`config.mk`:
```
export PLATFORM = sky130hd
export DESIGN_NAME = fpa_entry
export DESIGN_NICKNAME = d
export VERILOG_FILES = /design/src/rtl/fpa_pkg.sv /design/src/rtl/fpa_entry.sv
export SDC_FILE = /design/constraint.sdc
export NUM_CORES = 2
export LEC_CHECK = 0
export ABC_AREA = 0
export BUFFER_PORTS_ARGS = -buffer_cell sky130_fd_sc_hd__buf_2
export CAP_MARGIN = 25
export CORE_ASPECT_RATIO = 1.25
export CORE_MARGIN = 1
export CORE_UTILIZATION = 40
export DETAILED_ROUTE_END_ITERATION = 8
export SKIP_CTS_REPAIR_TIMING = 1
export SKIP_LAST_GASP = 1
export SYNTH_ARGS = -nofsm -noshare
export SYNTH_HDL_FRONTEND = slang
export SYNTH_SLANG_ARGS = --single-unit
```
`constraint.sdc`:
```
create_clock -name clk -period 14.9 [get_ports clk]
set_input_delay 1.49 -clock clk [delete_from_list [all_inputs] [get_ports clk]]
set_output_delay 1.49 -clock clk [all_outputs]
set_load 0.005 [all_outputs]
```
`src/rtl/fpa_pkg.sv`:
```
`default_nettype none
package fpa_pkg;

  localparam int unsigned FracBitsDefault = 8;
  localparam int unsigned FracBitsMax = 16;
  localparam int unsigned QuoWidth = 32 + FracBitsMax;

  localparam logic signed [31:0] Max32 = 32'sh7fffffff;
  localparam logic signed [31:0] Min32 = 32'sh80000000;

  typedef enum logic [3:0] {
    FN_ADD, FN_SUB, FN_MUL, FN_DIV, FN_GT, FN_LT, FN_GE, FN_LE,
    FN_EQ, FN_NE, FN_INC, FN_DEC, FN_MIN, FN_MAX, FN_TOINT, FN_FROMINT
  } func_t;

  typedef struct packed {
    func_t              func;
    logic signed [31:0] operand_a;
    logic signed [31:0] operand_b;
  } in_word_t;

  typedef struct packed {
    logic signed [31:0] result;
    logic               flag;
    logic               overflow;
    logic               div_zero;
  } out_word_t;

  typedef struct packed {
    func_t                 func;
    logic signed [31:0]    res;
    logic                  flag;
    logic                  ovf;
    logic                  dz;
    logic                  neg;
    logic [63:0]           prod;
    logic [QuoWidth-1:0]   num;
    logic [31:0]           den;
    logic [31:0]           rem;
    logic [QuoWidth-1:0]   quo;
  } work_t;

  function automatic logic [32:0] sat33(input logic [32:0] v);
    logic [32:0] r;
    if (v[32] != v[31]) begin
      r = {1'b1, (v[32] ? Min32 : Max32)};
    end else begin
      r = {1'b0, v[31:0]};
    end
    return r;
  endfunction

endpackage
`default_nettype wire

```
`src/rtl/fpa_entry.sv`:
```
`default_nettype none
module fpa_entry #(
  parameter int unsigned FRAC_BITS = fpa_pkg::FracBitsDefault
) (
  input  wire logic             clk,
  input  wire logic             rst,
  input  wire logic             in_valid,
  input  wire fpa_pkg::in_word_t in_data,
  input  wire logic             down_open,
  output logic                  open,
  output logic                  valid,
  output fpa_pkg::work_t        data
);
  import fpa_pkg::*;

  logic signed [31:0] a;
  logic signed [31:0] b;
  logic [31:0]        ma;
  logic [31:0]        mb;
  logic [32:0]        sat;
  logic signed [63:0] wide;
  work_t              w;

  assign open = !valid || down_open;

  always_comb begin
    a = in_data.operand_a;
    b = in_data.operand_b;
    ma = a[31] ? (~a + 32'd1) : a;
    mb = b[31] ? (~b + 32'd1) : b;
    sat = '0;
    wide = 64'(a) <<< FRAC_BITS;
    w = '0;
    w.func = in_data.func;
    w.neg = a[31] ^ b[31];
    w.den = mb;
    w.num = QuoWidth'(ma) << FRAC_BITS;
    w.prod = 64'(ma) * 64'(mb);
    case (in_data.func)
      FN_ADD: begin
        sat = sat33({a[31], a} + {b[31], b});
        w.res = sat[31:0];
        w.ovf = sat[32];
      end
      FN_SUB: begin
        sat = sat33({a[31], a} - {b[31], b});
        w.res = sat[31:0];
        w.ovf = sat[32];
      end
      FN_DIV: begin
        if (b == 32'sd0) begin
          w.dz = 1'b1;
          w.res = a[31] ? Min32 : ((a == 32'sd0) ? 32'sd0 : Max32);
        end
      end
      FN_GT: w.flag = a > b;
      FN_LT: w.flag = a < b;
      FN_GE: w.flag = a >= b;
      FN_LE: w.flag = a <= b;
      FN_EQ: w.flag = a == b;
      FN_NE: w.flag = a != b;
      FN_INC: begin
        sat = sat33({a[31], a} + 33'sd1);
        w.res = sat[31:0];
        w.ovf = sat[32];
      end
      FN_DEC: begin
        sat = sat33({a[31], a} - 33'sd1);
        w.res = sat[31:0];
        w.ovf = sat[32];
      end
      FN_MIN: w.res = (a < b) ? a : b;
      FN_MAX: w.res = (a > b) ? a : b;
      FN_TOINT: w.res = a >>> FRAC_BITS;
      FN_FROMINT: begin
        if (wide > 64'(Max32)) begin
          w.res = Max32;
          w.ovf = 1'b1;
        end else if (wide < 64'(Min32)) begin
          w.res = Min32;
          w.ovf = 1'b1;
        end else begin
          w.res = wide[31:0];
        end
      end
      default: w.res = '0;
    endcase
  end

  always_ff @(posedge clk) begin
    if (rst) begin
      valid <= 1'b0;
    end else if (open) begin
      valid <= in_valid;
    end
  end

  always_ff @(posedge clk) begin
    if (open && in_valid) begin
      data <= w;
    end
  end
endmodule
`default_nettype wire

```
==> Word level (Yosys, flattened, before mapping) <==
Cells that the tools add are included.
{ "word_totals": {"ff_bits": 169, "input_bits": 72} }
{ "classes": {"n_mux": 23, "n_reduce_logical": 6, "multipliers": 1, "addsub": 6, "eq_ne": 20, "bitwise": 3, "order_cmp": 6} }
{ "op_table": {"columns": ["cell", "n"], "rows": [
  ["2-to-1 mux 32 bit", 12],
  ["case mux 32 bit (9 select lines)", 1],
  ["2-to-1 mux 33 bit", 4],
  ["adder 32 x 1 -> 32 bit (second input constant)", 2],
  ["logical NOT 32 bit", 2],
  ["multiplier 32 x 32 -> 64 bit", 1],
  ["NOT 32 bit", 2],
  ["greater-than comparator 40 x 32 -> 1 bit (second input constant)", 1],
  ["< comparator 40 x 32 -> 1 bit (second input constant)", 1],
  ["adder 32 x 2 -> 33 bit (second input constant)", 1],
  ["adder 32 x 32 -> 33 bit", 1],
  ["subtractor 32 x 2 -> 33 bit (second input constant)", 1],
  ["subtractor 32 x 32 -> 33 bit", 1],
  ["equality test 32 bit", 1],
  ["equality test 4 bit (second input constant)", 8],
  [">= comparator 32 bit", 1],
  ["greater-than comparator 32 bit", 1],
  ["less-or-equal comparator 32 bit", 1],
  ["< comparator 32 bit", 1],
  ["!= test 32 bit", 1],
  ["2-to-1 mux 31 bit", 1],
  ["equality test 4 x 3 -> 1 bit (second input constant)", 4],
  ["case mux 1 bit (6 select lines)", 1],
  ["case mux 1 bit (5 select lines)", 1],
  ["9 further kinds", 14]
]} }

==> Depth between registers and ports, before layout <==
{ "depth": {"word_depth": 5, "ltp_mapped": 39, "mapped_depth_nobuf": 36} }

==> Worst setup path after synthesis <==
OpenSTA, ideal clock, no wires.
{ "synth_path": {"path_type": "input-to-reg", "startpoint": "in in_data[32] (netlist bit)", "endpoint": "reg data[223] (netlist bit), data pin", "path_slack_ns": 3.738, "stages": 35, "required_time_ns": 14.637, "t_arrival_ns": 10.899, "cell_sequence": "inv_1 -> clkbuf_1 -> ha_1 -> nor3b_1 -> nand2_1 -> or3_1 -> clkbuf_1 -> nor3_1 -> nand2b_1 -> xor2_1 -> clkbuf_1 -> nor2_1 -> fa_1 -> fa_1 -> inv_1 -> fa_1 -> fa_1 -> inv_1 -> fa_1 -> fa_1 -> fa_1 -> inv_1 -> fa_1 -> inv_1 -> ha_1 -> a21oi_1 -> o21ai_0 -> a2111oi_0 -> a21oi_1 -> a311o_1 -> a31oi_1 -> o31ai_1 -> a21o_1 -> a311oi_1 -> xnor2_1"} }
{ "synth_lines": {"columns": ["element", "line", "text"], "rows": [
  ["start: declaration", "fpa_entry.sv:8", "input wire fpa_pkg::in_word_t in_data,"],
  ["end signal: assignment", "fpa_entry.sv:100", "data <= w;"],
  ["end: declaration", "fpa_entry.sv:12", "output fpa_pkg::work_t data"]
]} }

==> metrics.md <==
| Metric | Value |
|---|---|
| Yosys top cell by area | fa_1 |
| Vias in the first global route | 42306 |
| Worst setup SP type | input pin |
| CTS Buf Count | 17 |
| Post-synthesis sequential element count | 169 |
| Die Width | 308 µm |
| Synth top cells by count | inv_1 (1001), fa_1 (898), nor2_1 (691) |
| DR vias/cell | 5.66 |
| Fin. Hold Viols | 0 |
| Avg Inst Size Synth | 8.61 µm² |
| YS warnings | 0 |
| Initial core utilization | 40.5% |
| DIE HEIGHT | 384 µm |
| Remaining Overflow, GRT | 0 |
| Fin Setup TNS | 0 ps |
| Setup Skew | 14.4 ps |
| CTS tree | built |
| Arrival @ worst endpoint | 13190 ps |
| CP most frequent cell | fa_1 |
| Hold Path Stages | 2 |
| Placed cell areas | 0.0499 mm² |
| Final wirelength | 183000 µm |
| WS Path Type | in -> reg |
| Outcome | finished clean |
| Dominant synthesized flop cell | edfxtp_1 |
| Final non-filler cell total | 7105 |
| Core area | 0.115 mm² |
| WL/cell | 25.8 µm |
| GPL Wtd Cong | 1.01 |
| DRC violations left | 0 |
| Maxcap violations | 0 |
| Post-synth EDFFs | 168 |
| Initial antenna violation count | 5 |
| Final min period | 12890 ps |
| Sequential-to-total area share from yosys stat | 10.8% |
| Largest net degree at the start of global routing | 62 |
| Area contributors post-synth | fa_1 (38%), edfxtp_1 (11%), ha_1 (8.8%) |
| DP Cell Count | 7066 |
| Root Buffer | clkbuf_16 |
| DIE AREA | 0.118 mm² |
| Layout cells sized above 1 | 8.99% |
| Max-slew violations | 0 |
| Pre-antenna DRT Iters | 5 |
| Top Ports | 338 |
| CTS Sinks | 169 |
| H-tree depth | 4 |
| Worst-path fanout max | 24 |
| First DRT Iteration DRCs | 3394 |
| Max incr delay on CP | 840 ps |
| Count leader, synth | inv_1 |
| Final Cycle Share | 86.5% |
| # nets final | 6837 |
| Global-route usage over all layers | 31.5% |
| Dpl hpwl | 141000 µm |
| Synth Cell Area | 0.0468 mm² |
| Final setup fails | 0 |
| Vias | 40217 |
| Port buffer count | 241 |
| Tightest Pin Transition | 1150 ps |
| Reg2Reg Depth | 4 |
| Fin area | 0.0506 mm² |
| WP data required | 15200 ps |
| Clock buffer depth | 2 |
| Synth unique cells | 88 |
| Mapped Cells | 5433 |
| CP Capture Type | flop |
| Slew HR | 23.4% |
| Slowest CP cell | nor4_1 |
| First-pass GRT wire length | 269000 µm |
| Worst-Skew Late Latency | 570 ps |
| F_max | 77.6 MHz |
| Worst-path clk slew | 80 ps |
| RSZ-0062 raised after global routing | no |
| Area grow syn2layout | 8.22% |
| Post-synth top area share | 38.4% |
| Row count | 139 |
| Worst hold path class | reg -> reg |
| Routed Antenna Nets | 0 |
| Post-synth ARST share | 0% |
## area by class of cell
type / instances / area, µm²
inverters: 1025 / 3850
well taps: 1551 / 1940
fillers: 11583 / 64900
repair buffers: 379 / 2350
clock inverters: 15 / 213
clock buffers: 17 / 425
diodes: 4 / 10.0
multi-input cells: 3945 / 36800
flip-flops and latches: 169 / 5060
## routing by layer
metal,share of wire [%],track usage (%)
met2,48,53.2
met3,8.3,5.95
met4,8.9,24.1
met5,0.016,0
met1,35,35.0
## logic make-up (layout without fill, tap and decap cells)
| kind of cell | Yosys count | in the layout | synth area share [%] |
|---|---|---|---|
| other | 1 | 100 | 0.00802 |
| multiplexers | 50 | 50 | 1.09 |
| flip-flops | 169 | 169 | 10.8 |
| XOR/XNOR | 224 | 224 | 4.19 |
| buffers and inverters | 1414 | 1436 | 12.2 |
| AO/OA/AOI/OAI | 666 | 666 | 9.22 |
| adder cells (fa/ha/maj) | 1229 | 1229 | 47.3 |
| AND/OR/NAND/NOR | 1680 | 1680 | 15.2 |
## cells in the final DEF, fill, tap and decap left out, types with 20 or more instances in the layout
cell      count
o221ai_1     20
inv_1      1001
nor2_1      691
mux2i_1      42
or3_1        35
clkinv_1     23
o31ai_1      28
nand2_1     636
nor3_1       51
a21oi_1     242
o21ai_0     107
nand3_1      73
buf_4       132
and3_1       23
nor2b_1      22
fa_1        898
nor4_1       22
xnor2_2      26
a21o_1       44
a211oi_1     20
and2_1       29
xnor2_1     128
nand4_1      30
edfxtp_1    168
xor2_1       51
conb_1       96
ha_1        330
a31oi_1      24
buf_2       241
## flip-flops by register name, indices dropped and copies added, names as in the netlist
signal  count
data      168
valid       1
## critical path: cells and delay by family
family / cells / cell delay (ps)
AOI/OAI and AO/OA: 10 / 3130
buffers and inverters: 7 / 1320
xor gates and xnor gates: 2 / 260
adders and majority gates: 9 / 4210
and+or+nand+nor: 8 / 2740
## final timing paths
path,slack (ps),end,startpoint
setup / recovery,2010,data[223],in_data[2]
hold reg to reg,520,valid,valid
setup reg to reg,12360,data[221],valid
hold / removal,520,valid,valid
## through the flow
stage                     util, %  hold WS, ps  setup WS [ps]
after global routing         43.8          577           1570
after CTS                    43.8          529           2290
after global placement       43.1          498           1750
after detailed placement     43.2          515           1670
after floorplan                 -          522           3740
final                        43.8          524           2010
Power is not shown: default switching activity piles up to over one toggle a cycle in this logic, so the estimate is an artifact.
