==> config.mk <==
export PLATFORM = sky130hd
export DESIGN_NAME = fpa_cell
export DESIGN_NICKNAME = d
export VERILOG_FILES = /design/src/rtl/fpa_pkg.sv /design/src/rtl/fpa_cell.sv
export SDC_FILE = /design/constraint.sdc
export NUM_CORES = 1
export LEC_CHECK = 0
export BUFFER_PORTS_ARGS = -buffer_cell sky130_fd_sc_hd__clkbuf_2
export CORE_AREA = 2 2 205 207
export DETAILED_ROUTE_END_ITERATION = 10
export DIE_AREA = 0 0 207 209
export PLACE_DENSITY = 0.48
export SYNTH_ARGS = -nofsm -noshare
export SYNTH_HDL_FRONTEND = slang
export SYNTH_SLANG_ARGS = --single-unit
==> constraint.sdc <==
create_clock -name clk -period 11 [get_ports clk]
set_clock_uncertainty 0.15 [all_clocks]
set_input_delay 1.65 -clock clk [delete_from_list [all_inputs] [get_ports clk]]
set_output_delay 1.65 -clock clk [all_outputs]
set_load 0.1 [all_outputs]
==> src/rtl/fpa_pkg.sv <==
`default_nettype none
package fpa_pkg;

  localparam int unsigned FracBitsDefault = 8;
  localparam int unsigned FracBitsMax = 16;
  localparam int unsigned QuoWidth = 32 + FracBitsMax;

  localparam logic signed [31:0] Max32 = 32'sh7fffffff;
  localparam logic signed [31:0] Min32 = 32'sh80000000;

  typedef enum logic [3:0] {
    FN_ADD, FN_SUB, FN_MUL, FN_DIV, FN_GT, FN_LT, FN_GE, FN_LE,
    FN_EQ, FN_NE, FN_INC, FN_DEC, FN_MIN, FN_MAX, FN_TOINT, FN_FROMINT
  } func_t;

  typedef struct packed {
    func_t              func;
    logic signed [31:0] operand_a;
    logic signed [31:0] operand_b;
  } in_word_t;

  typedef struct packed {
    logic signed [31:0] result;
    logic               flag;
    logic               overflow;
    logic               div_zero;
  } out_word_t;

  typedef struct packed {
    func_t                 func;
    logic signed [31:0]    res;
    logic                  flag;
    logic                  ovf;
    logic                  dz;
    logic                  neg;
    logic [63:0]           prod;
    logic [QuoWidth-1:0]   num;
    logic [31:0]           den;
    logic [31:0]           rem;
    logic [QuoWidth-1:0]   quo;
  } work_t;

  function automatic logic [32:0] sat33(input logic [32:0] v);
    logic [32:0] r;
    if (v[32] != v[31]) begin
      r = {1'b1, (v[32] ? Min32 : Max32)};
    end else begin
      r = {1'b0, v[31:0]};
    end
    return r;
  endfunction

endpackage
`default_nettype wire

==> src/rtl/fpa_cell.sv <==
`default_nettype none
module fpa_cell #(
  parameter int unsigned FRAC_BITS = fpa_pkg::FracBitsDefault
) (
  input  wire logic           clk,
  input  wire logic           rst,
  input  wire logic           up_valid,
  input  wire fpa_pkg::work_t up_data,
  input  wire logic           down_open,
  output logic                open,
  output logic                valid,
  output fpa_pkg::work_t      data
);
  import fpa_pkg::*;

  localparam int unsigned NumBits = 32 + FRAC_BITS;

  logic [32:0] r2;
  logic [32:0] diff;
  logic        ge;
  work_t       w;

  assign open = !valid || down_open;

  always_comb begin
    r2 = {up_data.rem, up_data.num[NumBits-1]};
    diff = r2 - {1'b0, up_data.den};
    ge = r2 >= {1'b0, up_data.den};
    w = up_data;
    w.rem = ge ? diff[31:0] : r2[31:0];
    w.num = up_data.num << 1;
    w.quo = {up_data.quo[QuoWidth-2:0], ge};
  end

  always_ff @(posedge clk) begin
    if (rst) begin
      valid <= 1'b0;
    end else if (open) begin
      valid <= up_valid;
    end
  end

  always_ff @(posedge clk) begin
    if (open && up_valid) begin
      data <= w;
    end
  end
endmodule
`default_nettype wire

After elaboration in Yosys (flattened, before gate mapping)
Cells that the tools add are included.
{ "op_classes": {"div_mod_pow": 0, "n_lt_le_gt_ge": 1, "n_mul": 0, "reduce_logical": 3, "mux": 1, "n_bitwise": 0, "n_eq_ne": 0, "shift": 0, "add_sub_neg": 1} }
{ "op_table": {"columns": ["operator", "count"], "rows": [
  ["$ge 33x32->1", 1],
  ["$mux 32", 1],
  ["$sub 32x32->32", 1],
  ["$logic_and 1x1->1", 1],
  ["$logic_not 1->1", 1],
  ["$logic_or 1x1->1", 1]
]} }
{ "totals": {"latch_bits": 0, "in_bits": 268, "reg_bits": 264, "wordCells": 18, "output_inout_bits": 266, "n_memories": 0, "romBits": 0, "mem_bits_rw": 0} }

Depth between registers and ports, before layout
Gate-level depths: netlist (run 1).
{ "logic_depth": {"word_depth": 3, "depth_mapped": 13, "depth_no_buf": 12} }

Worst setup path before layout (run 1)
Ideal clock, no wire load.
{ "synth_timing": {"path_type": "input to register", "start": "input port down_open", "end": "register data[0] (netlist name), enable pin", "stages": 2, "t_required_ns": 10.195, "arrival_ns": 8.516, "slack_ns": 1.679, "cell_sequence": "nand2b_1 > and2_1"} }
{ "synth_via": {"elab_chain_len": 2} }
{ "synth_rtl": {"columns": ["item", "line_no", "text"], "rows": [
  ["from (decl)", "fpa_cell.sv:9", "input wire logic down_open,"],
  ["$logic_or 1x1->1", "fpa_cell.sv:23", "assign open = !valid || down_open;"],
  ["$logic_and 1x1->1", "fpa_cell.sv:44", "if (open && up_valid) begin"],
  ["to (signal assigned)", "fpa_cell.sv:45", "data <= w;"],
  ["to (decl)", "fpa_cell.sv:12", "output fpa_pkg::work_t data"]
]} }
Every way passes these cells.
A chain may end at the register's enable or synchronous reset.

==> flow_summary.yaml, run 1 <==
place:
  placed_area_sq_um: 13400
  hpwl_um: 28100
  finalWeightedCongestion: 0.785
  port_buffers: 530
  place_ws_ps: 5230
  dp.cells: 1667
final_layout:
  fin_nets: 1465
  final-seq-area_sq_um: 7920
  stdcell_area_sq_um: 14400
  nFillCells: 4150
  final_cells: 1728
  multi_input_area_sq_um: 2000
  syn2layout_area_growth_pct: 42.5
  final_layout_size_suffix_gt1_share_pct: 49.8
timing:
  rsz0062_at_grt: "no"
  hold_violations: 0
  slew_violations: 0
  setup_ws_ps: 5840
  fin_crit_sh_pct: 46.9
  finalSetupViolCount: 0
  setup-tns-final_ps: 0
  min_period_ps: 5160
  fmax_mhz: 194
  worstMarginPinSlew_ps: 1070
  maxSlewHeadroom_pct: 28.4
synth:
  synthTopCellsByCount: "263 x edfxtp_1, 56 x a21oi_1, 39 x inv_1, 37 x nor2_1, 32 x ha_1"
  ys.flop_type: "edfxtp_1"
  yosys.area.top_type: "edfxtp_1"
  synth-simple-area-share_pct: 4.48
  synth_top_family_by_area: "compound AO/OA/AOI/OAI gates"
  yosys_warnings: 0
  post_synth_xor_area_fraction_pct: 2.33
  synth_nets: 912
  synth_edf_count: 263
  ys_ff_latch: 264
  synth_mux_area_share_pct: 1.31
  ys_types: 49
  synth-seq-area-share_pct: 78.1
  synth-compound-area-share_pct: 7.37
  synth.top_cell.area_share_pct: 77.9
  mappedNetlistArea_sq_um: 10100
  netlist_instances: 611
  synth-async-reset-ratio_pct: 0
  synth_most_common_cell: "edfxtp_1"
  synth_fa_ha_area_share_pct: 4.15
  synth.area.top_cells: "edfxtp_1 78%, ha_1 3.9%, a21oi_1 2.8%"
  avgSynthCellArea_sq_um: 16.6
pwr:
  p_leak_nw: 6.32
  peakVddDrop_mv: 0.106
  totalPowerFinal_mw: 2.99
  p_per_area_nw_per_um2: 207
drt:
  wl_met1_um: 12600
  ant_nets: 0
  wl_met3_um: 3010
  routed_via_density: 4.19
  post-route-drc-count: 0
  wl_per_cell_um: 20.2
  routed.top_layer: "met5"
  drt_iter0_drc: 435
  wl_met2_um: 18400
  wirelength_um: 34900
  vias: 7240
  firstDrtPassIters: 4
floorplanning:
  rows: 75
  start_util_pct: 24.6
  die_w_um: 207
  core-area_sq_um: 41300
  dieArea_sq_um: 43300
  pin_count: 534
  fp.dieH_um: 209
critical_path:
  critical_path_class: "in2reg"
  cp-end-kind: "flip-flop"
  cp_max_fo: 37
  critPathArrivalTime_ps: 5270
  cp.required_ps: 11110
  critPathLaunchType: "primary input"
grt:
  antenna_found_initial: 4
  grt_pass1_vias: 7317
  overflow: 0
  grt_usage_pct: 15.5
  grt_max_degree: 166
  grt_pass1_wl_um: 49200
clocking:
  post_cts_buffers: 0
  cts_tree: "yes"
  htreeDepth: 2
  root_buffer: "clkbuf_16"
  cts_sinks: 264
  hold_buffers: 0
  path_clk_slew_ps: 60
  numCtsBuffers: 34
  clock_latency_ps: 520
  cts_max_path_buffers: 3
  cts_resized: 0
min_path:
  hold_path_class: "reg2reg"
job:
  max_cap_violations: 0
status:
  run_status: "finished, final reports clean"
through the flow:
step | hold slack, ps | util (%)
floorplan | 1570 | -
detailed placement | 430 | 32.5
finish | 456 | 35.0
CTS | 440 | 35.0
global placement | 416 | 32.5
global route | 496 | 35.0
cell families (layout without fill, tap and decap cells):
family,count (synthesis),count (layout)
DFF,264,264
AOI/OAI and AO/OA,119,119
and+or+nand+nor,100,100
buffers and inverters,55,630
adders and majority gates,33,33
xor gates and xnor gates,27,27
muxes,12,12
other,1,4
final cells by class:
class | count | area share, %
diodes | 3 | 0.0520
inverters | 39 | 1.01
clock buffers | 41 | 6.22
multi-input cells | 292 | 13.8
flip-flops and latches | 264 | 54.8
clock inverters | 17 | 0.797
repair buffers | 533 | 18.6
well taps | 539 | 4.67
where the power goes:
part,switching (mW),leakage (nW),internal [mW],total (mW)
registers,0.0185,2.55,1.19,1.21
logic,0.632,3.29,0.132,0.764
clock network,0.424,0.486,0.585,1.01
total,1.07,6.32,1.91,2.99
final timing paths:
check | cells past startpoint | start | slack [ps] | to
min | 2 | valid$_SDFFE_PP0N_ | 460 | valid$_SDFFE_PP0N_
min reg2reg | 2 | valid$_SDFFE_PP0N_ | 460 | valid$_SDFFE_PP0N_
max reg2reg | 3 | valid$_SDFFE_PP0N_ | 8610 | data[86]$_DFFE_PP_
max | 12 | up_data[98] | 5840 | data[55]$_DFFE_PP_
registers in the layout, indices dropped and copies added, names as in the netlist:
register,count
data,263
valid,1
cells in the final DEF (no fill, tap or decap), types with 2 or more instances in the layout:
cell          n
clkbuf_2    530
edfxtp_1    263
a21oi_1      56
inv_1        39
nor2_1       37
clkbuf_16    35
ha_1         32
nand2_1      28
o21ai_0      15
xnor2_1      15
a21o_1       13
xor2_1       12
nand3_1       8
nand4_1       7
o21a_1        6
mux2_2        6
clkbuf_1      6
clkinv_1      6
nand2b_1      5
o211ai_1      4
nor4_1        4
mux2_1        4
clkinv_2      4
diode_2       3
o21bai_1      3
a211oi_1      3
clkinvlp_4    3
o22ai_1       2
nor2b_1       2
nor3_1        2
a211o_1       2
a31oi_1       2
o41ai_1       2
and2_1        2
mux2i_1       2
clkinv_8      2
buf_4         2
critical path, stage by stage:
cell	delay (ps)
clkbuf_2	100
inv_1	60
ha_1	450
nand4_1	200
or4_1	500
a21oi_1	130
nor3_1	110
a211oi_2	260
o21ai_2	180
o31ai_4	680
buf_4	520
mux2_2	390
layer usage:
| metal | up-vias | global-route usage (%) |
|---|---|---|
| met1 | 3450 | 16.6 |
| li1 | 3428 | - |
| met4 | 2 | 6.40 |
| met2 | 310 | 27.3 |
| met3 | 50 | 6.01 |
| met5 | - | 0 |
No activity file was read; power rests on OpenSTA's default activity.
==> inputs of run 2 (changes only) <==
==> constraint.sdc (replaced) <==
create_clock -name clk -period 5.35 [get_ports clk]
set_clock_uncertainty 0.15 [all_clocks]
set_input_delay 0.8025 -clock clk [delete_from_list [all_inputs] [get_ports clk]]
set_output_delay 0.8025 -clock clk [all_outputs]
set_load 0.1 [all_outputs]
==> run 2 against run 1 <==
- die area is the same
- combinational power grew 110%
- highest routed layer unchanged
- power grew 110%
- largest power group unchanged
- cell count grew 0.29%
- flip-flop and latch count is the same
- setup slack lost 4400 ps
- via count grew 1.1%
- first-iteration DRC count shrank 20%
==> flow_summary.yaml, run 2 (same netlist as run 1, synthesis figures left out) <==
status:
  run_status: "finished, final reports clean"
critical_path:
  cp.required_ps: 5480
  cp_num_buf_inv: 2
  cp_max_fo: 3
  critical_path_class: "in2reg"
  critPathArrivalTime_ps: 4030
  cp-end-kind: "flip-flop"
  path_cells: "clkbuf_2 > inv_1 > ha_1 > fa_1 > nand2b_1 > a21oi_1 > o2111ai_1 > o311a_1 > a21oi_1 > a21oi_1 > o41ai_1 > xor2_1 > mux2_1"
  critPathMaxStageDelay_ps: 410
  crit_path_top_delay_cell: "fa_1"
  rrSetupSlack_ps: 3410
  critPathLaunchType: "primary input"
  crit_family: "compound AO/OA/AOI/OAI gates"
  path_common_cell: "a21oi_1"
final_layout:
  final_common_cell: "clkbuf_2"
  final_cells: 1733
  top_register: "data"
  syn2layout_area_growth_pct: 43.2
  stdcell_area_sq_um: 14500
  final_layout_size_suffix_gt1_share_pct: 49.8
  largest_register_ffs: 263
  reg_top3: "data x263, valid x1"
  final_cell_mix: "530 x clkbuf_2, 263 x edfxtp_1, 56 x a21oi_1"
  fin_nets: 1467
drt:
  firstDrtPassIters: 4
  wirelength_um: 34800
  drt_iter0_drc: 346
  vias: 7320
  post-route-drc-count: 0
  ant_nets: 0
  routed_via_density: 4.22
  wl_per_cell_um: 20.1
clocking:
  cts_tree: "yes"
  root_buffer: "clkbuf_16"
  numCtsBuffers: 34
  path_clk_slew_ps: 60
  cts_max_path_buffers: 3
  cts_resized: 0
  hold_buffers: 0
  cts_sinks: 264
  post_cts_buffers: 0
  htreeDepth: 2
  clock_latency_ps: 520
floorplanning:
  core-area_sq_um: 41300
  rows: 75
  die_w_um: 207
  start_util_pct: 24.6
  dieArea_sq_um: 43300
  fp.dieH_um: 209
  pin_count: 534
grt:
  grt_usage_pct: 15.5
  grt_pass1_wl_um: 49600
  grt_pass1_vias: 7450
  overflow: 0
  antenna_found_initial: 7
  grt_max_degree: 106
timing:
  slew_violations: 0
  min_period_ps: 3900
  rsz0062_at_grt: "no"
  hold_violations: 0
  finalSetupViolCount: 0
  setup-tns-final_ps: 0
  fin_crit_sh_pct: 72.9
  worstMarginPinSlew_ps: 685
  maxSlewHeadroom_pct: 54.6
  fmax_mhz: 256
place:
  port_buffers: 530
  placed_area_sq_um: 13500
  finalWeightedCongestion: 0.753
  hpwl_um: 27900
  dp.cells: 1669
pwr:
  totalPowerFinal_mw: 6.25
  p_leak_nw: 6.36
  p_per_area_nw_per_um2: 430
  peakVddDrop_mv: 0.247
job:
  max_cap_violations: 0
min_path:
  hold_path_class: "in2reg"
## run 2: cell types whose count changed in the layout (fill, tap and decap cells not counted)
cell       previous run  this run
clkinv_8              2         0
diode_2               3         4
buf_4                 2         3
clkinv_1              6         8
buf_12                1         2
bufinv_16             0         2
clkinv_4              1         2
clkinv_2              4         2
inv_8                 0         1
## run 2: cell type report
cell class	instances	area (sq um)
Multi-Input combinational cell	292	2000
Fill cell	4134	26800
Inverter	39	146
Timing Repair Buffer	535	2720
Antenna cell	4	10.0
Sequential cell	264	7920
Tap cell	539	674
Clock inverter	19	160
Clock buffer	41	898
## run 2: worst reg2reg max path: stages, from the launching register on
cell and delay [ps]:
dfxtp_1 310, nand2b_1 100, and2_4 370, buf_12 410
## run 2: final timing paths
check,startpoint,endpoint,cells past startpoint
hold reg to reg,valid$_SDFFE_PP0N_,valid$_SDFFE_PP0N_,2
setup / recovery,up_data[151],data[78]$_DFFE_PP_,13
setup reg to reg,valid$_SDFFE_PP0N_,data[81]$_DFFE_PP_,3
hold / removal,rst,valid$_SDFFE_PP0N_,2
## run 2: metal layers
layer  track usage, %  share of wire (%)  vias to the layer above
met4             4.93                1.7                        4
met1             16.8                 37                     3533
met5                0              0.072                        -
met2             27.4                 53                      303
li1                 -                  -                     3432
met3             6.55                8.9                       48
## run 2: report_power, final
part	internal, mW	switching (mW)
registers	2.45	0.0363
clock network	1.30	0.881
logic	0.274	1.31
total	4.03	2.22
## run 2: per-stage QoR
stage                     setup WS, ps  hold slack, ps  util (%)
final                             1450             279      35.2
after global routing              1260             267      35.2
after CTS                         1490             240      35.1
after detailed placement           930             373      32.6
after global placement             918             360      32.6
after floorplan                   1160             722         -
