===== src/rtl/fpa_pkg.sv =====
`default_nettype none
package fpa_pkg;

  localparam int unsigned FracBitsDefault = 8;
  localparam int unsigned FracBitsMax = 16;
  localparam int unsigned QuoWidth = 32 + FracBitsMax;

  localparam logic signed [31:0] Max32 = 32'sh7fffffff;
  localparam logic signed [31:0] Min32 = 32'sh80000000;

  typedef enum logic [3:0] {
    FN_ADD, FN_SUB, FN_MUL, FN_DIV, FN_GT, FN_LT, FN_GE, FN_LE,
    FN_EQ, FN_NE, FN_INC, FN_DEC, FN_MIN, FN_MAX, FN_TOINT, FN_FROMINT
  } func_t;

  typedef struct packed {
    func_t              func;
    logic signed [31:0] operand_a;
    logic signed [31:0] operand_b;
  } in_word_t;

  typedef struct packed {
    logic signed [31:0] result;
    logic               flag;
    logic               overflow;
    logic               div_zero;
  } out_word_t;

  typedef struct packed {
    func_t                 func;
    logic signed [31:0]    res;
    logic                  flag;
    logic                  ovf;
    logic                  dz;
    logic                  neg;
    logic [63:0]           prod;
    logic [QuoWidth-1:0]   num;
    logic [31:0]           den;
    logic [31:0]           rem;
    logic [QuoWidth-1:0]   quo;
  } work_t;

  function automatic logic [32:0] sat33(input logic [32:0] v);
    logic [32:0] r;
    if (v[32] != v[31]) begin
      r = {1'b1, (v[32] ? Min32 : Max32)};
    end else begin
      r = {1'b0, v[31:0]};
    end
    return r;
  endfunction

endpackage
`default_nettype wire


===== src/rtl/fpa_round.sv =====
`default_nettype none
module fpa_round #(
  parameter int unsigned FRAC_BITS = fpa_pkg::FracBitsDefault
) (
  input  wire logic           clk,
  input  wire logic           rst,
  input  wire logic           up_valid,
  input  wire fpa_pkg::work_t up_data,
  input  wire logic           out_stall,
  output logic                open,
  output logic                out_valid,
  output fpa_pkg::out_word_t  out_data
);
  import fpa_pkg::*;

  logic [63:0] m;
  logic        inc;
  logic [63:0] q;
  out_word_t   o;

  assign open = !out_valid || !out_stall;

  always_comb begin
    m = '0;
    inc = 1'b0;
    if (up_data.func == FN_MUL) begin
      m = up_data.prod >> FRAC_BITS;
      inc = up_data.prod[FRAC_BITS-1];
    end else begin
      m = 64'(up_data.quo);
      inc = {up_data.rem, 1'b0} >= {1'b0, up_data.den};
    end
    q = m + 64'(inc);
    o.result = up_data.res;
    o.flag = up_data.flag;
    o.overflow = up_data.ovf;
    o.div_zero = up_data.dz;
    if (up_data.func == FN_MUL || (up_data.func == FN_DIV && !up_data.dz)) begin
      if (up_data.neg) begin
        if (q > 64'h8000_0000) begin
          o.result = Min32;
          o.overflow = 1'b1;
        end else begin
          o.result = 32'(~q + 64'd1);
        end
      end else begin
        if (q > 64'h7fff_ffff) begin
          o.result = Max32;
          o.overflow = 1'b1;
        end else begin
          o.result = q[31:0];
        end
      end
    end
  end

  always_ff @(posedge clk) begin
    if (rst) begin
      out_valid <= 1'b0;
    end else if (open) begin
      out_valid <= up_valid;
    end
  end

  always_ff @(posedge clk) begin
    if (open && up_valid) begin
      out_data <= o;
    end
  end
endmodule
`default_nettype wire


===== config.mk =====
export PLATFORM = sky130hd
export DESIGN_NAME = fpa_round
export DESIGN_NICKNAME = d
export VERILOG_FILES = /design/src/rtl/fpa_pkg.sv /design/src/rtl/fpa_round.sv
export SDC_FILE = /design/constraint.sdc
export NUM_CORES = 1
export LEC_CHECK = 0
export BUFFER_PORTS_ARGS = -buffer_cell sky130_fd_sc_hd__buf_4
export CAP_MARGIN = 20
export CORE_MARGIN = 2
export CORE_UTILIZATION = 45
export CTS_CLUSTER_DIAMETER = 50
export DETAILED_ROUTE_END_ITERATION = 8
export GPL_TIMING_DRIVEN = 1
export PLACE_DENSITY = 0.92
export SYNTH_ARGS = -nofsm -noshare
export SYNTH_HDL_FRONTEND = slang
export SYNTH_SLANG_ARGS = --single-unit

===== constraint.sdc =====
create_clock -name clk -period 5.8 [get_ports clk]
set_input_delay 0.58 -clock clk [delete_from_list [all_inputs] [get_ports clk]]
set_output_delay 0.58 -clock clk [all_outputs]
set_load 0.005 [all_outputs]

### Word-level counts from Yosys, hierarchy flattened

Index checks and enable logic that the tools add are counted.

* register bits after elaboration: 36
* latch bits: 0
* memory bits (writable): 0
* bits in read-only memories: 0
* input port bits: 268
* output and inout bits: 37
* logic and storage cells: 30
* memories: 0

* add/subtract/negate cells: 2
* multipliers: 0
* div/mod/pow operators: 0
* order comparisons: 3
* equality and inequality tests: 2
* shift operators: 0
* mux-type cells: 10
* bitwise gates (word level): 1
* reduce and logical (&&, ||, !) cells: 7

Operator list (count)
* $mux 32: 4
* $add 56x1->57: 1
* $gt 57x31->1 const B: 1
* $gt 57x32->1 const B: 1
* $mux 56: 1
* $ge 33x32->1: 1
* $add 32x1->32 const B: 1
* $not 32->32: 1
* $eq 4x2->1 const B: 2
* $mux 1: 5
* $logic_not 1->1: 3
* $logic_and 1x1->1: 2
* $logic_or 1x1->1: 2

### Longest topological paths before layout

Gate-level depths: netlist of the first run.

* word-level depth: 8
* mapped depth: 30
* mapped depth without buffers: 26

### Least setup slack after synthesis of the first run

Ideal clock, no wire load.

* path kind: input-to-reg
* from: input port up_data[260] in the netlist's numbering
* to: register out_data[14] in the netlist's numbering (data pin)
* setup time: 0.152 ns
* data arrival time: 5.872 ns
* data required time: 5.648 ns
* path slack: -0.224 ns
* stages: 24
* buffers on the path: 8
* cells stage by stage: nor4b_4 -> buf_4 -> buf_6 -> buf_2 -> buf_4 -> buf_2 -> buf_1 -> a2111oi_0 -> a21oi_1 -> ha_1 -> ha_1 -> buf_2 -> inv_1 -> or4_1 -> a222oi_1 -> xor2_1 -> o21ai_1 -> or4_1 -> nor4b_2 -> o211a_2 -> and2_2 -> buf_6 -> o211ai_1 -> a31oi_1

RTL lines
* start, declared: line fpa_round.sv:8 `input wire fpa_pkg::work_t up_data,`
* end signal, assigned: line fpa_round.sv:67 `out_data <= o;`
* end, declared: line fpa_round.sv:12 `output fpa_pkg::out_word_t out_data`

==> impl_metrics.json, run 1 <==
{
  "status": "finished, final reports clean",
  "min_delay_path_depth": 2,
  "clkTransAtPathRegs_ps": 60,
  "synth_flop_cell": "edfxtp_1",
  "rsz0062_at_grt": "yes",
  "gp_congestion": 1.01,
  "drt_wl_total_mm": 27.8,
  "critPathRequiredTime_ps": 5920,
  "hp-class": "primary input to flop",
  "cts_root_buf": "clkbuf_16",
  "first_global_vias": 8692,
  "timing.rr.end": "out_data[13]",
  "coreArea_um2": 15100,
  "slowest_stage": "or4_4",
  "synthTopCellsByCount": "nand2_1 (101), nor2_1 (78), nand3_1 (68), nand4_1 (51), inv_1 (44)",
  "cp_data_arrival_time_ps": 5840,
  "antenna_found_initial": 0,
  "synth_fp_nets": 1248,
  "max_stage_delay_ps": 550,
  "drv_slew": 0,
  "post-route-util_pct": 66.5,
  "grt_max_degree": 93,
  "seq_power_share_pct": 28.5,
  "routedWlPerCell_um": 19.2,
  "max-slew-margin-rel_pct": 39.9,
  "drt_iter0_markers": 1109,
  "die_h_um": 128,
  "ctsHoldBuffers": 0,
  "yosysUniqueCellTypes": 87,
  "ir_worst_vdd_mv": 0.122,
  "async_reset_ff_share_pct": 0,
  "fp.dieArea_um2": 16400,
  "synth_seq_cells": 36,
  "startpoint_type": "primary input",
  "grt_pass1_wl_mm": 42.9,
  "r2r-start": "out_valid",
  "yosysMostFrequentCell": "nand2_1",
  "core.rowCount": 45,
  "worst_slack_ps": 76.4,
  "ys_warn_count": 0,
  "cts_tree": "done",
  "synth_top_area_share_pct": 15.1,
  "grt.total_usage_pct": 32.0,
  "layout_worst_path_cycle_share_pct": 98.7,
  "cts.sinks": 36,
  "synth_area_leaders": "edfxtp_1 (15%), ha_1 (6.3%), mux2i_1 (5.5%)",
  "dp_slack_ps": -565,
  "initial_core_util_pct": 45.8,
  "hold_end": "out_valid",
  "holdWs_ps": 439,
  "clk_path_buf_depth": 2,
  "ff2ff_path_depth": 3,
  "die_x_um": 128,
  "diodes": 0,
  "tightest_slew_ps": 899,
  "p_int_mw": 0.722,
  "design_area_um2": 10100,
  "worstPathMaxFanout": 4,
  "drive_above_1_share_pct": 34.8,
  "numCtsBuffers": 5,
  "drcViolationCount": 0,
  "ant_nets": 0,
  "dp_hpwl_mm": 22.3,
  "p_leak_nw": 4.39,
  "h-tree-depth": 2,
  "min_period_ps": 5720,
  "setup_viol": 0,
  "min_from": "rst",
  "io_pins": 305,
  "comb_power_share_pct": 47.6,
  "maxCapViolCount": 0,
  "synth_area_um2": 6940,
  "overflow": 0,
  "path_common_cell": "a21o_1",
  "fmax_ghz": 0.175,
  "swShare_pct": 34.2,
  "ys_seq_area_share_pct": 15.4,
  "crit_type": "primary input to flop",
  "syn2layout_area_growth_pct": 45.1,
  "yosysTopAreaCell": "edfxtp_1",
  "clockPowerShare_pct": 24.0,
  "synthCells": 945,
  "hold_viol": 0,
  "io_buffers": 249,
  "clock_latency_ps": 290,
  "power_switching_mw": 0.376,
  "p_total_mw": 1.10,
  "syn_area_per_cell_um2": 7.35,
  "synth-edff-count": 35,
  "clock_skew_ps": 7.15,
  "cp-end-kind": "flop",
  "r2r_slack_ps": 4490,
  "drtPass1Iterations": 6,
  "num_vias": 9304,
  "p_per_area_nw_per_um2": 109,
  "final_nets": 1562,
  "viasPerCell": 6.43,
  "placed_cell_area_um2": 9510
}
-- what timing repair did --
item | 4_1_cts | 5_1_grt
gates cloned | 0 | 1
resized for setup | 10 | 63
endpoints found under the hold margin | 0 | 0
pin swaps | 5 | 43
setup endpoints to repair | 33 | 33
buffers inserted | 1 | 10
-- worst max-delay path by stage --
stage	cells past startpoint	slack, ps	end	start
global route	29	-220	out_data[30]	up_data[82]
CTS	28	7	out_data[34]	up_data[49]
finish	29	80	out_data[30]	up_data[82]
global placement	28	-320	out_data[13]	up_data[49]
floorplan	28	4	out_data[14]	up_data[82]
detailed placement	27	-570	out_data[6]	up_data[49]
-- metal layers --
| layer | track usage, % | vias up | share of wire (%) |
|---|---|---|---|
| li1 | - | 4279 | - |
| met4 | 14.0 | 0 | 4.1 |
| met3 | 3.42 | 117 | 9.4 |
| met1 | 41.1 | 4268 | 39 |
| met5 | 0 | - | 0 |
| met2 | 54.2 | 640 | 47 |
-- metrics by stage --
step                      cells  TNS [ps]
after floorplan             945         0
after detailed placement   1428    -15300
after CTS                  1437         0
after global routing       1448     -3040
final                      1448         0
after global placement     1428     -8440
-- critical path, delay by kind of cell --
kind / cells / cell delay [ps]
AOI/OAI and AO/OA: 13 / 2050
and+or+nand+nor: 6 / 1720
adders and majority gates: 3 / 650
buffers and inverters: 5 / 490
xor gates and xnor gates: 2 / 340
-- final cells by class --
cell class,instances,area (um2)
clock buffers,5,125
fillers,1280,5070
clock inverters,3,18.8
inverters,44,168
flip-flops and latches,36,1070
multi-input cells,820,5760
well taps,188,235
repair buffers,352,2700
-- cell families after synthesis --
group | after synthesis | synth area share, %
AOI/OAI and AO/OA | 209 | 21.4
xor gates and xnor gates | 56 | 7.07
adders and majority gates | 35 | 6.31
buffers and inverters | 90 | 6.11
DFF | 36 | 15.4
muxes | 45 | 6.61
and+or+nand+nor | 474 | 37.1
-- flip-flops by register name (all words and copies together), names as in the netlist --
signal and count:
out_data 35, out_valid 1
-- power by group through the flow --
stage	clock network, mW	registers (mW)	logic, mW
global placement	0	0.317	0.479
global route	0.276	0.314	0.566
finish	0.263	0.313	0.522
detailed placement	0	0.318	0.492
CTS	0.263	0.313	0.498
floorplan	0	0.320	0.219
-- cell usage in the layout, fill, tap and decap left out, drive strengths merged, types with 27 or more instances in the layout --
cell / count
a21oi: 32
and3: 27
buf: 352
edfxtp: 35
ha: 35
inv: 44
mux2i: 38
nand2: 101
nand3: 68
nand4: 52
nor2: 78
nor3: 30
nor4: 28
o21ai: 32
xnor2: 35
Note: power is estimated with default switching activity, not from simulation.
==> inputs of run 2 (changes only) <==
--- a/config.mk
+++ b/config.mk
@@ -8,11 +8,12 @@
 export BUFFER_PORTS_ARGS = -buffer_cell sky130_fd_sc_hd__buf_4
 export CAP_MARGIN = 20
 export CORE_MARGIN = 2
-export CORE_UTILIZATION = 45
+export CORE_UTILIZATION = 50
 export CTS_CLUSTER_DIAMETER = 50
 export DETAILED_ROUTE_END_ITERATION = 8
 export GPL_TIMING_DRIVEN = 1
-export PLACE_DENSITY = 0.92
+export PLACE_DENSITY = 0.95
+export SETUP_SLACK_MARGIN = 0.1
 export SYNTH_ARGS = -nofsm -noshare
 export SYNTH_HDL_FRONTEND = slang
 export SYNTH_SLANG_ARGS = --single-unit
==> constraint.sdc (replaced) <==
create_clock -name clk -period 7.4 [get_ports clk]
set_input_delay 0.74 -clock clk [delete_from_list [all_inputs] [get_ports clk]]
set_output_delay 0.74 -clock clk [all_outputs]
set_load 0.005 [all_outputs]
==> run 2 against run 1 <==
Register-to-register slack better by 1600 ps. Sequential share of layout area up 1.2 points. Via count down 6.0%. Non-clock buffer count down 94. Largest power group unchanged. Sequential power down 22%. Largest cell class unchanged. Flip-flop and latch count unchanged. Worst hold slack better by 89 ps. Combinational power down 30%. Setup slack better by 620 ps. Design area down 10%.
==> impl_metrics.json, run 2 (synthesis gave the netlist of run 1 again) <==
{
  "slowest_stage": "a222oi_1",
  "crit_family": "compound AO/OA/AOI/OAI gates",
  "numCtsBuffers": 5,
  "ff2ff_path_depth": 3,
  "num_vias": 8749,
  "ir_worst_vdd_mv": 0.103,
  "final_nets": 1467,
  "maxCapViolCount": 0,
  "largest_reg_flops": 35,
  "tightest_slew_ps": 1030,
  "coreArea_um2": 13700,
  "largest-register": "out_data",
  "grt.total_usage_pct": 33.3,
  "diodes": 0,
  "routedWlPerCell_um": 18.8,
  "final_common_cell": "buf_4",
  "final_cells": 1345,
  "h-tree-depth": 2,
  "ant_nets": 0,
  "fp.dieArea_um2": 14800,
  "cts_setup_buffers": 0,
  "initial_core_util_pct": 50.6,
  "gp_congestion": 1.00,
  "hp-class": "flop to flop",
  "drtPass1Iterations": 6,
  "clock_skew_ps": 1.46,
  "multi_input_area_um2": 5460,
  "core.rowCount": 43,
  "cts.sinks": 36,
  "grt_max_degree": 93,
  "viasPerCell": 6.50,
  "max_stage_delay_ps": 650,
  "die_h_um": 122,
  "final_cell_mix": "buf_4 (258), nand2_1 (101), nor2_1 (78)",
  "fill_cells": 1176,
  "grt_pass1_wl_mm": 40.1,
  "io_buffers": 249,
  "p_leak_nw": 3.80,
  "drt_iter0_markers": 1142,
  "min_delay_path_depth": 2,
  "die_x_um": 122,
  "layout_worst_path_cycle_share_pct": 90.6,
  "cts_tree": "done",
  "dp_hpwl_mm": 20.3,
  "max-slew-margin-rel_pct": 31.0,
  "drv_slew": 0,
  "antenna_found_initial": 0,
  "path_common_cell": "a21o_1",
  "setup_viol": 0,
  "rsz0062_at_grt": "no",
  "drcViolationCount": 0,
  "drt_wl_total_mm": 25.3,
  "clkTransAtPathRegs_ps": 50,
  "p_per_area_nw_per_um2": 93.4,
  "hold_viol": 0,
  "critPathRequiredTime_ps": 7550,
  "worst-path-stages": 27,
  "first_global_vias": 8143,
  "cts_root_buf": "clkbuf_16",
  "clock_latency_ps": 280,
  "syn2layout_area_growth_pct": 30.0,
  "worstPathMaxFanout": 11,
  "cp-end-kind": "flop",
  "top_regs": "out_data (35), out_valid (1)",
  "setup_tns_ps": 0,
  "numPlacedInstances": 1337,
  "clk_path_buf_depth": 2,
  "crit_type": "primary input to flop",
  "fmax_ghz": 0.149,
  "min_period_ps": 6710,
  "regArea_um2": 1070,
  "drive_above_1_share_pct": 25.6,
  "io_pins": 305,
  "overflow": 0,
  "cp_data_arrival_time_ps": 6850,
  "startpoint_type": "primary input",
  "status": "finished, final reports clean",
  "crit_buf_inv": 3
}
run 2: metal layers:
metal  share of wire (%)  vias up  wire length, um  global-route usage [%]
met2                  46      611            11800                    56.5
met4                 4.0        0             1020                    14.7
li1                    -     4077                -                       -
met3                  11       87             2770                    5.29
met1                  39     3974             9760                    41.5
met5                   0        -                0                       0
run 2: worst register-to-register path, stage by stage (launching register included):
cell and delay [ps]:
dfxtp_1 320, nand2_1 70, and2_1 130, buf_4 370
run 2: cell type report:
type | instances | area share (%)
tap | 180 | 2.50
clock buffer | 6 | 1.43
timing repair buffer | 258 | 21.5
clock inverter | 2 | 0.388
sequential | 36 | 11.9
inverter | 44 | 1.83
multi-input combinational | 819 | 60.5
run 2: through the flow:
stage	hold slack [ps]	utilization [%]	area, um2	worst slack (ps)	power, mW
6_report	528	65.8	9020	694	0.843
5_1_grt	568	65.8	9020	241	0.887
4_1_cts	532	65.7	9010	752	0.835
3_5_place_dp	519	64.5	8850	462	0.603
3_3_place_gp	495	64.5	8850	587	0.593
2_1_floorplan	497	-	6940	1220	0.421
run 2: final timing paths:
| path | startpoint | endpoint | slack [ps] |
|---|---|---|---|
| max reg2reg | out_valid | out_data[16] | 6140 |
| min reg2reg | out_valid | out_valid | 530 |
| max | up_data[49] | out_data[12] | 690 |
| min | out_valid | out_valid | 530 |
run 2: repair_timing:
item / 4_1_cts / 5_1_grt
gates resized for setup: 0 / 2
setup endpoints to repair: 0 / 5
hold buffers: 0 / 0
run 2: power breakdown:
part / switching (mW) / internal (mW)
Combinational: 0.192 / 0.173
Clock: 0.0748 / 0.158
Sequential: 0.00359 / 0.241
Total: 0.271 / 0.572
==> inputs of run 3 (changes only) <==
--- a/config.mk
+++ b/config.mk
@@ -5,6 +5,7 @@
 export SDC_FILE = /design/constraint.sdc
 export NUM_CORES = 1
 export LEC_CHECK = 0
+export ABC_AREA = 1
 export BUFFER_PORTS_ARGS = -buffer_cell sky130_fd_sc_hd__buf_4
 export CAP_MARGIN = 20
 export CORE_MARGIN = 2
@@ -12,7 +13,7 @@
 export CTS_CLUSTER_DIAMETER = 50
 export DETAILED_ROUTE_END_ITERATION = 8
 export GPL_TIMING_DRIVEN = 1
-export PLACE_DENSITY = 0.95
+export PLACE_DENSITY = 0.92
 export SETUP_SLACK_MARGIN = 0.1
 export SYNTH_ARGS = -nofsm -noshare
 export SYNTH_HDL_FRONTEND = slang
==> run 3 against run 2 <==
Clock skew is essentially flat. Non-clock buffer count shrank 3. Fmax up 27%. Combinational power grew 28%. Via count up 32%. Synthesized cell count is 77% higher. Worst hold slack better by 61 ps. Sequential power about the same. Critical path depth unchanged. Synthesized area grew 29%. Wire length increased by 42%. Final cell count up 57%.
==> impl_metrics.json, run 3 <==
{
  "hold_viol": 0,
  "path_common_cell": "nor2_1",
  "ys_warn_count": 0,
  "regArea_um2": 1070,
  "cts_root_buf": "clkbuf_16",
  "ant_nets": 0,
  "drt_iter0_markers": 1209,
  "drt_wl_total_mm": 35.9,
  "hp-class": "flop to flop",
  "status": "finished, final reports clean",
  "placed_cell_area_um2": 10800,
  "synth_top_family_by_area": "simple AND/OR/NAND/NOR gates",
  "io_pins": 305,
  "clkTransAtPathRegs_ps": 60,
  "crit_end": "out_data[12]",
  "p_leak_nw": 5.82,
  "overflow": 0,
  "dp_hpwl_mm": 30.4,
  "fp.dieArea_um2": 18900,
  "layout_worst_path_cycle_share_pct": 71.5,
  "startpoint_type": "primary input",
  "dp_slack_ps": 1890,
  "grt_max_degree": 93,
  "drv_slew": 0,
  "antenna_found_initial": 0,
  "viasPerCell": 5.47,
  "synth_flop_cell": "edfxtp_1",
  "synth_fp_nets": 1972,
  "clk_path_buf_depth": 2,
  "tightest_slew_ps": 946,
  "gp_congestion": 1.09,
  "yosysUniqueCellTypes": 43,
  "first_global_vias": 9976,
  "r2r-start": "out_valid",
  "maxCapViolCount": 0,
  "yosys.area_share.adder_pct": 4.91,
  "synth_area_um2": 8920,
  "setup_viol": 0,
  "top_regs": "out_data (35), out_valid (1)",
  "max-slew-margin-rel_pct": 37.0,
  "cts_resized": 0,
  "synth_simple_gate_area_share_pct": 64.0,
  "setup_tns_ps": 0,
  "fmax_ghz": 0.189,
  "cp_data_arrival_time_ps": 5440,
  "diodes": 0,
  "grt.total_usage_pct": 36.6,
  "drtPass1Iterations": 6,
  "coreArea_um2": 17400,
  "cts_setup_buffers": 0,
  "syn_area_per_cell_um2": 5.35,
  "ir_worst_vdd_mv": 0.0994,
  "largest-register": "out_data",
  "die_h_um": 138,
  "io_buffers": 249,
  "r2r_slack_ps": 5960,
  "initial_core_util_pct": 51.4,
  "crit_family": "simple AND/OR/NAND/NOR gates",
  "synth_top_area_share_pct": 27.4,
  "drive_above_1_share_pct": 22.2,
  "synthCells": 1669,
  "synth_xor_area_share_pct": 1.67,
  "clock_skew_ps": 1.78,
  "ff2ff_path_depth": 2,
  "syn2layout_area_growth_pct": 23.1,
  "grt_pass1_wl_mm": 52.9,
  "muxShareOfSynthArea_pct": 0,
  "die_x_um": 138,
  "worst_slack_ps": 2110,
  "final_cells": 2111,
  "slowest_stage": "nor4_1",
  "synth-edff-count": 35,
  "cts.sinks": 36,
  "synthTopCellsByCount": "nand2_1 (652), nor2_1 (207), inv_1 (187), nand3_1 (175), nand3b_1 (43)",
  "core.rowCount": 48,
  "multi_input_area_um2": 6710,
  "ctsHoldBuffers": 0,
  "numPlacedInstances": 2102,
  "async_reset_ff_share_pct": 0,
  "final_common_cell": "nand2_1",
  "drcViolationCount": 0,
  "min_period_ps": 5290,
  "numCtsBuffers": 5,
  "num_vias": 11600,
  "cp-end-kind": "flop",
  "final_cell_mix": "nand2_1 (652), buf_4 (253), nor2_1 (207)",
  "fill_cells": 1714,
  "synth_area_leaders": "nand2_1 (27%), edfxtp_1 (12%), nand3_1 (9.8%)",
  "post-route-util_pct": 63.3,
  "worstPathMaxFanout": 22,
  "design_area_um2": 11000,
  "cts_tree": "done",
  "ys_seq_area_share_pct": 12.0,
  "critPathRequiredTime_ps": 7550,
  "final_nets": 2188,
  "crit_start": "up_data[88]",
  "yosysTopAreaCell": "nand2_1",
  "timing.rr.end": "out_data[33]",
  "rsz0062_at_grt": "no",
  "routedWlPerCell_um": 17.0,
  "p_per_area_nw_per_um2": 87.6,
  "max_stage_delay_ps": 330,
  "synth_seq_cells": 36,
  "yosysMostFrequentCell": "nand2_1",
  "clock_latency_ps": 290,
  "synth-compound-area-share_pct": 4.46,
  "h-tree-depth": 2,
  "crit_buf_inv": 2,
  "largest_reg_flops": 35,
  "worst-path-stages": 27,
  "crit_type": "primary input to flop"
}
-- run 3: worst min-delay path by stage --
stage               from   endpoint  slack [ps]  depth (start not counted)
6_report       out_valid  out_valid         590                          2
3_3_place_gp   out_valid  out_valid         510                          2
3_5_place_dp   out_valid  out_valid         550                          2
5_1_grt              rst  out_valid         590                          2
2_1_floorplan  out_valid  out_valid         500                          2
4_1_cts        out_valid  out_valid         560                          2
-- run 3: per-layer routing --
metal / up-vias / wire [um] / GRT usage (%)
met3: 38 / 3750 / 4.71
met1: 5192 / 15800 / 52.8
met2: 652 / 15600 / 58.1
met5: - / 0 / 0
li1: 5671 / - / -
met4: 0 / 711 / 7.56
-- run 3: tightest hold or removal path, cell delays in order, from the launching register on --
cell and delay [ps]:
dfxtp_1 360, nand2_1 120, a21oi_1 70
-- run 3: per-stage QoR --
step           power, mW  hold slack (ps)
2_1_floorplan      0.509              500
5_1_grt             1.01              591
6_report           0.962              589
3_5_place_dp       0.702              550
4_1_cts            0.947              560
3_3_place_gp       0.689              511
-- run 3: area by class of cell --
| cell class | instances | area share, % |
|---|---|---|
| Multi-Input combinational cell | 1372 | 61.1 |
| Timing Repair Buffer | 255 | 17.7 |
| Sequential cell | 36 | 9.75 |
| Inverter | 215 | 7.36 |
| Tap cell | 225 | 2.56 |
| Clock buffer | 5 | 1.14 |
| Clock inverter | 3 | 0.387 |
-- run 3: kinds of logic (layout without fill, tap and decap cells) --
logic type | Yosys count | in the layout
simple gates | 1248 | 1248
buf+inv | 261 | 478
compound gates | 72 | 72
flops | 36 | 36
fa+ha+maj | 35 | 35
xor+xnor | 17 | 17
-- run 3: power breakdown --
group	total [mW]	internal (mW)	switching, mW
combinational	0.466	0.181	0.285
sequential	0.245	0.241	0.00423
clock	0.250	0.158	0.0916
